File: config.mk
export PLATFORM = sky130hd
export DESIGN_NAME = text_escape_encoder
export DESIGN_NICKNAME = d
export VERILOG_FILES = /design/src/sv/txesc_pkg.sv /design/src/sv/text_escape_encoder.sv /design/src/sv/txesc_classify.sv /design/src/sv/txesc_queue.sv /design/src/sv/txesc_emit.sv
export SDC_FILE = /design/constraint.sdc
export NUM_CORES = 1
export LEC_CHECK = 0
export BUFFER_PORTS_ARGS = -buffer_cell sky130_fd_sc_hd__buf_2
export CAP_MARGIN = 15
export CORE_ASPECT_RATIO = 0.9
export CORE_UTILIZATION = 25
export CTS_CLUSTER_DIAMETER = 30
export DETAILED_ROUTE_END_ITERATION = 7
export GPL_ROUTABILITY_DRIVEN = 0
export HOLD_SLACK_MARGIN = 0.06
export PLACE_DENSITY = 0.39
export SLEW_MARGIN = 10
export SYNTH_ARGS = -nofsm -noshare
export SYNTH_HDL_FRONTEND = slang
export SYNTH_SLANG_ARGS = --single-unit
File: constraint.sdc
create_clock -name clk -period 5.7 [get_ports clk]
set_input_delay 1.14 -clock clk [delete_from_list [all_inputs] [get_ports clk]]
set_output_delay 1.14 -clock clk [all_outputs]
set_load 0.1 [all_outputs]
File: src/sv/txesc_pkg.sv
// Shared types, constants and functions of the text escape encoder.
// Depends on nothing; every module of the encoder imports it.
`default_nettype none

package txesc_pkg;

	// Escape schemes held by the mode register.
	localparam logic [1:0] MODE_URL  = 2'd0;
	localparam logic [1:0] MODE_XML  = 2'd1;
	localparam logic [1:0] MODE_JSON = 2'd2;

	// Kinds of escaped sequence that the front part assigns to a byte.
	localparam logic [2:0] KIND_PASS = 3'd0;   // the byte itself
	localparam logic [2:0] KIND_PCT  = 3'd1;   // %hh
	localparam logic [2:0] KIND_AMP  = 3'd2;   // &amp;
	localparam logic [2:0] KIND_LT   = 3'd3;   // &lt;
	localparam logic [2:0] KIND_BSL  = 3'd4;   // backslash and one letter
	localparam logic [2:0] KIND_UNI  = 3'd5;   // \u00hh

	// ASCII characters used in the sequences.
	localparam logic [7:0] CH_PERCENT = 8'h25;
	localparam logic [7:0] CH_AMP     = 8'h26;
	localparam logic [7:0] CH_SEMI    = 8'h3b;
	localparam logic [7:0] CH_LT      = 8'h3c;
	localparam logic [7:0] CH_QUOTE   = 8'h22;
	localparam logic [7:0] CH_BSLASH  = 8'h5c;
	localparam logic [7:0] CH_ZERO    = 8'h30;
	localparam logic [7:0] CH_A       = 8'h61;
	localparam logic [7:0] CH_B       = 8'h62;
	localparam logic [7:0] CH_F       = 8'h66;
	localparam logic [7:0] CH_L       = 8'h6c;
	localparam logic [7:0] CH_M       = 8'h6d;
	localparam logic [7:0] CH_N       = 8'h6e;
	localparam logic [7:0] CH_P       = 8'h70;
	localparam logic [7:0] CH_R       = 8'h72;
	localparam logic [7:0] CH_T       = 8'h74;
	localparam logic [7:0] CH_U       = 8'h75;

	typedef logic [2:0] kind_t;
	typedef logic [2:0] step_t;

	// One classified word as it travels from the front part to the back part.
	typedef struct packed {
		kind_t      kind;
		logic [7:0] arg;
		logic       eot;
	} entry_t;

	// Lower-case hex digit for one nibble.
	function automatic logic [7:0] hex_digit(input logic [3:0] nib);
		logic [7:0] r;
		if (nib < 4'd10) begin
			r = CH_ZERO + {4'd0, nib};
		end else begin
			r = CH_A + {4'd0, nib} - 8'd10;
		end
		return r;
	endfunction

	// Index of the final byte of a sequence of the given kind.
	function automatic step_t last_step(input kind_t kind);
		step_t r;
		unique case (kind)
			KIND_PASS: r = 3'd0;
			KIND_PCT:  r = 3'd2;
			KIND_AMP:  r = 3'd4;
			KIND_LT:   r = 3'd3;
			KIND_BSL:  r = 3'd1;
			KIND_UNI:  r = 3'd5;
			default:   r = 3'd0;
		endcase
		return r;
	endfunction

	// Byte number step of the sequence of the given kind.
	function automatic logic [7:0] seq_byte(input kind_t kind, input logic [7:0] arg,
			input step_t step);
		logic [7:0] r;
		r = arg;
		unique case (kind)
			KIND_PCT: begin
				unique case (step)
					3'd0:    r = CH_PERCENT;
					3'd1:    r = hex_digit(arg[7:4]);
					default: r = hex_digit(arg[3:0]);
				endcase
			end
			KIND_AMP: begin
				unique case (step)
					3'd0:    r = CH_AMP;
					3'd1:    r = CH_A;
					3'd2:    r = CH_M;
					3'd3:    r = CH_P;
					default: r = CH_SEMI;
				endcase
			end
			KIND_LT: begin
				unique case (step)
					3'd0:    r = CH_AMP;
					3'd1:    r = CH_L;
					3'd2:    r = CH_T;
					default: r = CH_SEMI;
				endcase
			end
			KIND_BSL: begin
				r = (step == 3'd0) ? CH_BSLASH : arg;
			end
			KIND_UNI: begin
				unique case (step)
					3'd0:    r = CH_BSLASH;
					3'd1:    r = CH_U;
					3'd2:    r = CH_ZERO;
					3'd3:    r = CH_ZERO;
					3'd4:    r = hex_digit(arg[7:4]);
					default: r = hex_digit(arg[3:0]);
				endcase
			end
			default: r = arg;
		endcase
		return r;
	endfunction

endpackage

`default_nettype wire

File: src/sv/text_escape_encoder.sv
// Top level of the text escape encoder: mode register, front, queue and back.
// Depends on txesc_pkg, txesc_classify, txesc_queue and txesc_emit.
`default_nettype none

// The encoder escapes a byte stream for URL, XML or JSON use (the spare mode
// passes bytes through), as chosen by escape_mode (write only while idle).
// Each input word is classified on entry and queued; the back part sends one
// output word per cycle while pop is held, and an input byte yields 1 to 6 output
// words depending on its escape sequence. Input words are taken one per cycle
// while the QUEUE_DEPTH-entry queue has room; sustained throughput is set by the
// single output port at one output byte per cycle while pop is held. An input word
// passes through the queue and the output register before its first output word shows.

module text_escape_encoder
	import txesc_pkg::*;
#(
	parameter int QUEUE_DEPTH = 4
) (
	input  wire logic       clk,
	input  wire logic       arst_n,
	input  wire logic       escape_mode_we,
	input  wire logic [1:0] escape_mode,
	input  wire logic       push,
	output logic            full,
	input  wire logic [7:0] in_byte,
	input  wire logic       end_of_text,
	output logic            empty,
	input  wire logic       pop,
	output logic [7:0]      out_byte,
	output logic            last_of_run,
	output logic            end_out
);

	logic [1:0] mode_q;
	entry_t in_entry;
	entry_t head;
	logic head_valid;
	logic head_pop;
	logic push_ok;

	// Mode register.
	always_ff @(posedge clk or negedge arst_n) begin
		if (!arst_n) begin
			mode_q <= MODE_URL;
		end else if (escape_mode_we) begin
			mode_q <= escape_mode;
		end
	end

	assign push_ok = push && !full;

	// Front part classifies the incoming word.
	txesc_classify u_classify (
		.escape_mode (mode_q),
		.in_byte     (in_byte),
		.end_of_text (end_of_text),
		.entry       (in_entry)
	);

	// Queue between front and back.
	txesc_queue #(
		.DEPTH (QUEUE_DEPTH)
	) u_queue (
		.clk      (clk),
		.arst_n   (arst_n),
		.wr_en    (push_ok),
		.wr_entry (in_entry),
		.full     (full),
		.rd_en    (head_pop),
		.rd_entry (head),
		.rd_valid (head_valid)
	);

	// Back part emits the sequence bytes.
	txesc_emit u_emit (
		.clk         (clk),
		.arst_n      (arst_n),
		.head        (head),
		.head_valid  (head_valid),
		.head_pop    (head_pop),
		.empty       (empty),
		.pop         (pop),
		.out_byte    (out_byte),
		.last_of_run (last_of_run),
		.end_out     (end_out)
	);

endmodule

`default_nettype wire

File: src/sv/txesc_classify.sv
// Front part of the text escape encoder: sorts each raw byte into a sequence kind.
// Depends on txesc_pkg.
`default_nettype none

module txesc_classify
	import txesc_pkg::*;
(
	input  wire logic [1:0] escape_mode,
	input  wire logic [7:0] in_byte,
	input  wire logic       end_of_text,
	output entry_t          entry
);

	logic unreserved;
	kind_t kind;
	logic [7:0] arg;

	// Characters that URL encoding leaves alone.
	assign unreserved = (in_byte >= 8'h41 && in_byte <= 8'h5a)
		|| (in_byte >= 8'h61 && in_byte <= 8'h7a)
		|| (in_byte >= 8'h30 && in_byte <= 8'h39)
		|| in_byte == 8'h2d || in_byte == 8'h5f || in_byte == 8'h2e || in_byte == 8'h7e;

	// Pick the sequence kind and the byte that parameterizes it.
	always_comb begin
		kind = KIND_PASS;
		arg  = in_byte;
		unique case (escape_mode)
			MODE_URL: begin
				kind = unreserved ? KIND_PASS : KIND_PCT;
			end
			MODE_XML: begin
				if (in_byte == CH_AMP) begin
					kind = KIND_AMP;
				end else if (in_byte == CH_LT) begin
					kind = KIND_LT;
				end
			end
			MODE_JSON: begin
				priority if (in_byte == CH_QUOTE || in_byte == CH_BSLASH) begin
					kind = KIND_BSL;
				end else if (in_byte == 8'h08) begin
					kind = KIND_BSL;
					arg  = CH_B;
				end else if (in_byte == 8'h09) begin
					kind = KIND_BSL;
					arg  = CH_T;
				end else if (in_byte == 8'h0c) begin
					kind = KIND_BSL;
					arg  = CH_F;
				end else if (in_byte == 8'h0a) begin
					kind = KIND_BSL;
					arg  = CH_N;
				end else if (in_byte == 8'h0d) begin
					kind = KIND_BSL;
					arg  = CH_R;
				end else if (in_byte <= 8'h1f) begin
					kind = KIND_UNI;
				end else begin
					kind = KIND_PASS;
				end
			end
			default: begin
				kind = KIND_PASS;
			end
		endcase
	end

	assign entry = '{kind: kind, arg: arg, eot: end_of_text};

endmodule

`default_nettype wire

File: src/sv/txesc_queue.sv
// Short queue of classified words between the front and back parts.
// Depends on txesc_pkg for the word type.
`default_nettype none

module txesc_queue
	import txesc_pkg::*;
#(
	parameter int DEPTH = 4
) (
	input  wire logic   clk,
	input  wire logic   arst_n,
	input  wire logic   wr_en,
	input  wire entry_t wr_entry,
	output logic        full,
	input  wire logic   rd_en,
	output entry_t      rd_entry,
	output logic        rd_valid
);

	localparam int PW = $clog2(DEPTH);
	localparam int CW = $clog2(DEPTH + 1);

	entry_t mem_q [DEPTH];
	logic [PW-1:0] wr_ptr_q;
	logic [PW-1:0] rd_ptr_q;
	logic [CW-1:0] count_q;

	assign full     = (count_q == CW'(DEPTH));
	assign rd_valid = (count_q != '0);
	assign rd_entry = mem_q[rd_ptr_q];

	// Storage of the words.
	always_ff @(posedge clk) begin
		if (wr_en) begin
			mem_q[wr_ptr_q] <= wr_entry;
		end
	end

	// Pointers and fill count.
	always_ff @(posedge clk or negedge arst_n) begin
		if (!arst_n) begin
			wr_ptr_q <= '0;
			rd_ptr_q <= '0;
			count_q  <= '0;
		end else begin
			if (wr_en) begin
				wr_ptr_q <= (wr_ptr_q == PW'(DEPTH - 1)) ? '0 : wr_ptr_q + 1'b1;
			end
			if (rd_en) begin
				rd_ptr_q <= (rd_ptr_q == PW'(DEPTH - 1)) ? '0 : rd_ptr_q + 1'b1;
			end
			if (wr_en && !rd_en) begin
				count_q <= count_q + 1'b1;
			end else if (rd_en && !wr_en) begin
				count_q <= count_q - 1'b1;
			end
		end
	end

endmodule

`default_nettype wire

File: src/sv/txesc_emit.sv
// Back part of the text escape encoder: steps through each sequence a byte a cycle while pop drains it.
// Depends on txesc_pkg for the word type and the sequence functions.
`default_nettype none

module txesc_emit
	import txesc_pkg::*;
(
	input  wire logic       clk,
	input  wire logic       arst_n,
	input  wire entry_t     head,
	input  wire logic       head_valid,
	output logic            head_pop,
	output logic            empty,
	input  wire logic       pop,
	output logic [7:0]      out_byte,
	output logic            last_of_run,
	output logic            end_out
);

	step_t step_q;
	logic out_valid_q;
	logic [7:0] byte_q;
	logic last_q;
	logic end_q;
	logic load;
	logic at_last;

	// The output register takes a new word when it is empty or being drained.
	assign load     = head_valid && (!out_valid_q || pop);
	assign at_last  = (step_q == last_step(head.kind));
	assign head_pop = load && at_last;

	// Step counter within the current sequence.
	always_ff @(posedge clk or negedge arst_n) begin
		if (!arst_n) begin
			step_q      <= '0;
			out_valid_q <= 1'b0;
		end else begin
			if (load) begin
				step_q <= at_last ? '0 : step_q + 1'b1;
			end
			if (load) begin
				out_valid_q <= 1'b1;
			end else if (pop) begin
				out_valid_q <= 1'b0;
			end
		end
	end

	// Output word register.
	always_ff @(posedge clk) begin
		if (load) begin
			byte_q <= seq_byte(head.kind, head.arg, step_q);
			last_q <= at_last;
			end_q  <= at_last && head.eot;
		end
	end

	assign empty       = !out_valid_q;
	assign out_byte    = byte_q;
	assign last_of_run = last_q;
	assign end_out     = end_q;

endmodule

`default_nettype wire

==> results.ini, run 1 <==
[status]
run_status = finished clean

[floorplanning]
die_h_microns = 123
die_w_microns = 137
core_sq_um = 15700
io_pins = 28
start_util_pct = 26.0
die-area_sq_um = 16900
core.rowCount = 43

[power_and_ir_drop]
sequentialPowerShare_pct = 29.7
cellLeakagePower_uw = 0.00170
power_density_nw_per_um2 = 626
netSwitchingPower_uw = 1350
p_comb_share_pct = 51.8
switching_share_pct = 46.5
clockPowerShare_pct = 18.4
p_int_uw = 1550
vdd_drop_max_mv = 0.221
total_power_uw = 2900

[yosys]
ys_async_sr_fraction_pct = 18.3
synth_edf_count = 58
post_synth.cell_area_avg_sq_um = 11.5
synth_fp_nets = 385
ys_seq_elements = 71
synth_area_leaders = edfxtp_1 43%, dfrtp_1 8.0%, mux4_2 4.4%, ha_1 4.0%, nand2_1 3.1%
synth_top_area_share_pct = 42.6
synth_flop_cell = edfxtp_1
synth.largest_area_cell = edfxtp_1
synth_area_sq_um = 4090
ys_types = 69
yosysWarnings = 0
netlist_instances = 355
ys_seq_area_share_pct = 50.5

[worst_hold_path]
worstHoldStart = u_queue.count_q[2]
min_path_type = reg -> reg
hold_end = u_queue.count_q[2]
hold_depth = 1

[critical_path]
critPathSlowestCell = dfrtp_1
path_cells = mux4_2 > and4_1 > o21ai_1 > nand4b_2 > and2_4 > inv_1 > ha_1 > inv_1 > fa_1 > xor2_1 > nor2_1 > xor2_1
crit_arrival_ps = 4120
path_max_fanout = 21
ff2ff_setup_slack_ps = 1830
cp-end-kind = flop
cp.required_ps = 5960
cpPeakStageDelay_ps = 960
worstReg2RegEnd = u_queue.count_q[2]
reg2regPathDepth = 12
r2r_start = u_queue.rd_ptr_q[0]
worst_setup_path_start_kind = flop
path_class = reg -> reg

[timing]
slew_headroom_pct = 37.2
fin_skew_ps = 9.35
finalWorstSetupSlack_ps = 1830
layout_worst_path_cycle_share_pct = 67.8
setup_viol = 0
slew_viol_final = 0
min_period_ps = 3870
setup_tns_ps = 0
worst_pin_slew_ps = 942
max_freq_mhz = 259
hold_viol = 0
rsz0062_at_grt = no

[clock_tree]
htree_levels = 3
root_buffer = clkbuf_16
cts_hold_buf = 0
max-clock-path-buffers = 2
clkLatencyLatePin_ps = 340
clkTransAtPathRegs_ps = 50
cts_tree = built
postCtsSetupBuffers = 0
ctsResizeCount = 0
cts_buffers = 9
clock-sinks = 71

[cells_and_area]
post-route-util_pct = 29.5
layout.nets = 400
area_delta_synth_final_pct = 13.5
drive_gt1_share_pct = 17.9
nFillCells = 1644
layout_common_cells = 58 x edfxtp_1, 34 x nand2_1, 27 x buf_2
stdcell_count = 577
diodes = 0
layout_commonest_cell = edfxtp_1

[global_routing]
grt_usage_pct = 11.7
grt_max_degree = 22
grt_overflow_total = 0
antenna_found_initial = 0
grt_pass1_vias = 2664
grt_pass1_wl_microns = 14600

[placed_design]
dp.cells = 561
dp_hpwl_microns = 6460
pre_cts_slack_ps = 1810
place.port_buffers = 27

[job]
maxCapViolations = 0

[route]
wl_per_cell_microns = 15.9
drtIter0Drc = 208
drt-total-wl_microns = 9190
via_per_inst = 4.79
dr.pass1.iters = 4
drcViolationCount = 0
num_vias = 2766
antenna_left = 0

==> synth_stat cells, types with 3 or more instances <==
master    number
xnor2_1        4
a21o_1         3
ha_1          13
nor2_1        24
nand2b_1       8
nor3_1         8
edfxtp_1      58
o22ai_1        7
a22o_1         3
or3_1          4
mux2_2         5
inv_1         20
a31oi_1        4
nand2_1       34
clkbuf_1      17
and2_1         7
a22oi_1        3
buf_6          3
nand3_1        7
nor4_1         4
dfrtp_1       13
nor2b_1        5
mux4_2         8
o211ai_1       3
a21oi_1       16
o21ai_0       14
mux4_1         4
==> flip-flops by register name, indices dropped and copies added, names as in the netlist <==
| name | flops |
|---|---|
| u_emit.out_byte | 8 |
| u_queue.wr_ptr_q | 2 |
| mode_q | 2 |
| u_queue.rd_ptr_q | 2 |
| u_queue.mem_q | 48 |
| u_emit.out_valid_q | 1 |
| u_emit.last_of_run | 1 |
| u_queue.count_q | 3 |
| u_emit.step_q | 3 |
| u_emit.end_out | 1 |
==> worst max-delay path: cells and delay by family, from the launching register on <==
family / cells / cell delay [ps]
xor gates and xnor gates: 2 / 330
DFF: 1 / 960
AOI/OAI and AO/OA: 1 / 140
buffers and inverters: 2 / 140
muxes: 1 / 800
and+or+nand+nor: 4 / 830
adders and majority gates: 2 / 610
==> area by class of cell <==
| type | count | area [sq um] | area share (%) |
|---|---|---|---|
| tap | 202 | 253 | 5.45 |
| clock buffer | 10 | 239 | 5.15 |
| sequential | 71 | 2070 | 44.5 |
| multi-input combinational | 241 | 1820 | 39.3 |
| clock inverter | 6 | 50.0 | 1.08 |
| timing repair buffer | 27 | 135 | 2.91 |
| inverter | 20 | 75.1 | 1.62 |
==> logic make-up after synthesis <==
family	after synthesis	share of synthesized area, %
fa+ha+maj	14	4.47
compound gates	80	13.5
buf+inv	43	4.96
flops	71	50.5
mux	21	9.57
simple gates	120	15.7
xor+xnor	6	1.28
==> stage by stage <==
step | cell area, sq um | hold WS (ps)
after floorplan | 4090 | 456
after global placement | 4350 | 477
after detailed placement | 4350 | 487
after CTS | 4640 | 495
after global routing | 4640 | 526
final | 4640 | 501
==> how the worst max path moves through the flow <==
stage	from	to	slack, ps	cells past startpoint
after detailed placement	u_queue.rd_ptr_q[0]	u_queue.count_q[2]	1810	12
after global placement	u_queue.rd_ptr_q[0]	u_queue.count_q[2]	1890	12
after global routing	u_queue.rd_ptr_q[0]	u_queue.count_q[2]	1550	12
after floorplan	u_queue.count_q[0]	u_queue.count_q[1]	1640	7
after CTS	u_queue.rd_ptr_q[0]	u_queue.count_q[2]	1790	12
final	u_queue.rd_ptr_q[0]	u_queue.count_q[2]	1830	12
==> per-layer routing <==
layer  global-route usage [%]  wire [microns]  share of wire [%]
met1                     15.4            4440                 48
met2                     18.7            4280                 47
met3                     3.08             341                3.7
met4                     4.05             123                1.3
met5                        0               0                  0
==> power by group through the flow <==
stage	sequential [uW]	clock, uW	combinational [uW]
final	864	535	1500
after global routing	887	566	1640
after CTS	869	549	1510
after detailed placement	878	0	1510
after global placement	878	0	1520
after floorplan	1070	0	1010
(Power assumes the default switching activity.)
==> run 2: changes to the inputs <==
==> constraint.sdc (replaced) <==
create_clock -name clk -period 3.6 [get_ports clk]
set_input_delay 0.72 -clock clk [delete_from_list [all_inputs] [get_ports clk]]
set_output_delay 0.72 -clock clk [all_outputs]
set_load 0.1 [all_outputs]
==> results.ini, run 2 (synthesis results as in run 1) <==
[clock_tree]
root_buffer = clkbuf_16
clkTransAtPathRegs_ps = 60  ; about the same
max-clock-path-buffers = 2  ; unchanged
clkLatencyLatePin_ps = 330  ; about the same
clock-sinks = 71  ; unchanged
cts_hold_buf = 0  ; unchanged
cts_tree = built
cts_buffers = 9  ; unchanged
htree_levels = 3  ; unchanged

[critical_path]
path_class = reg -> reg
cp.required_ps = 3860  ; -2100 ps
path_max_fanout = 10  ; -52%
r2r_start = u_queue.rd_ptr_q[0]
crit_arrival_ps = 3470  ; -650 ps
cp-end-kind = flop
crit_start = u_queue.rd_ptr_q[0]
worst_setup_path_start_kind = flop

[floorplanning]
core_sq_um = 15700  ; unchanged
core.rowCount = 43  ; unchanged
die-area_sq_um = 16900  ; unchanged
die_w_microns = 137  ; unchanged
io_pins = 28  ; unchanged
die_h_microns = 123  ; unchanged
start_util_pct = 26.0  ; unchanged

[global_routing]
grt_use_met1_pct = 15.9  ; +0.58 points
grt_usage_pct = 12.1  ; +0.35 points
grt_max_degree = 20  ; -9.1%
grtUsageMet3_pct = 3.77  ; +0.70 points
busiest_layer = met2
grt_util_met2_pct = 18.7  ; +0.063 points
grt_pass1_vias = 2726  ; +2.3%
grt_overflow_total = 0  ; unchanged
grt_pass1_wl_microns = 15100  ; +3.2%
antenna_found_initial = 0  ; unchanged

[timing]
hold_slack_ps = 283  ; -218 ps
min_period_ps = 3210  ; -655 ps
finalWorstSetupSlack_ps = 389  ; -1450 ps
setup_viol = 0  ; unchanged
max_freq_mhz = 311  ; +20%
slew_headroom_pct = 52.6  ; +15 points
hold_viol = 0  ; unchanged
rsz0062_at_grt = no
slew_viol_final = 0  ; unchanged
worst_pin_slew_ps = 702  ; -240 ps
setup_tns_ps = 0  ; unchanged
layout_worst_path_cycle_share_pct = 89.2  ; +21 points
fin_skew_ps = 5.73  ; -3.62 ps

[power_and_ir_drop]
power_density_nw_per_um2 = 984  ; +57%
vdd_drop_max_mv = 0.363  ; +64%
cellLeakagePower_uw = 0.00173  ; +2.1%

[route]
num_vias = 2801  ; +1.3%
dr.pass1.iters = 4  ; unchanged
drt-total-wl_microns = 9270  ; +0.90%
drcViolationCount = 0  ; unchanged
antenna_left = 0  ; unchanged
wl_per_cell_microns = 15.8  ; -0.65%
via_per_inst = 4.78  ; -0.29%
drtIter0Drc = 240  ; +15%

[cells_and_area]
diodes = 0  ; unchanged
largest_register = u_queue.mem_q
layout_commonest_cell = edfxtp_1
stdcell_count = 586  ; +1.6%
multiInputGateArea_sq_um = 1830  ; +0.21%
layout_common_cells = 58 x edfxtp_1, 34 x nand2_1, 27 x buf_2
fin_area_sq_um = 4690  ; +1.1%
drive_gt1_share_pct = 19.8  ; +1.9 points
layout.nets = 409  ; +2.3%
ff_latch_area_sq_um = 2070  ; about the same
area_delta_synth_final_pct = 14.7
nFillCells = 1623  ; -1.3%
largest_reg_flops = 48  ; unchanged

[placed_design]
dp_hpwl_microns = 6440  ; -0.22%
dp.cells = 570  ; +1.6%
place.port_buffers = 27  ; unchanged
pre_cts_slack_ps = 248  ; -1560 ps
dpl_cell_area_sq_um = 4420  ; +1.7%

[job]
maxCapViolations = 0  ; unchanged

[worst_hold_path]
min_path_type = in -> async

[status]
run_status = finished clean

## run 2: final cells by class
cell class / instances / area share (%)
Multi-Input combinational cell: 241 / 38.9
Clock buffer: 11 / 4.96
Tap cell: 202 / 5.39
Inverter: 20 / 1.60
Sequential cell: 71 / 44.1
Timing Repair Buffer: 36 / 4.32
Clock inverter: 5 / 0.720
## run 2: timing repair
item | CTS | global route
setup buffers | 0 | 0
gates resized for setup | 0 | 1
endpoints found under the setup margin | 0 | 1
## run 2: layer usage
layer,share of wire (%),routed length (microns)
met2,46,4240
met4,1.5,137
met5,0,0
met3,4.4,412
met1,48,4490
## run 2: power breakdown
group / leakage (uW) / total [uW] / internal [uW] / switching, uW
clock network: 0.000126 / 810 / 466 / 344
registers: 0.000701 / 1310 / 1180 / 134
logic: 0.000906 / 2500 / 843 / 1650
total: 0.00173 / 4620 / 2490 / 2130
## run 2: metrics by stage
| stage | total power (uW) | utilization (%) |
|---|---|---|
| 3_3_place_gp | 3870 | 28.2 |
| 4_1_cts | 4670 | 29.9 |
| 3_5_place_dp | 3830 | 28.2 |
| 5_1_grt | 4950 | 29.9 |
| 6_report | 4620 | 29.9 |
| 2_1_floorplan | 3310 | - |
## run 2: critical path, stage by stage (launching register included)
cell and delay [ps]:
dfrtp_2 510, mux4_2 640, and4_1 240, o21ai_1 170, nand4b_2 190, and2_4 230
inv_1 60, ha_1 170, inv_1 70, fa_1 430, xor2_1 170, nor2_1 110
xor2_1 150
## run 2: final timing paths
kind | to | slack [ps] | cells past startpoint
min reg2reg | u_queue.count_q[2] | 490 | 1
max | u_queue.count_q[2] | 390 | 12
max in group asynchronous | u_queue.rd_ptr_q[0] | 3040 | 1
min in group clk | u_queue.count_q[2] | 490 | 1
max reg2reg | u_queue.count_q[2] | 390 | 12
min | u_queue.wr_ptr_q[1] | 280 | 1
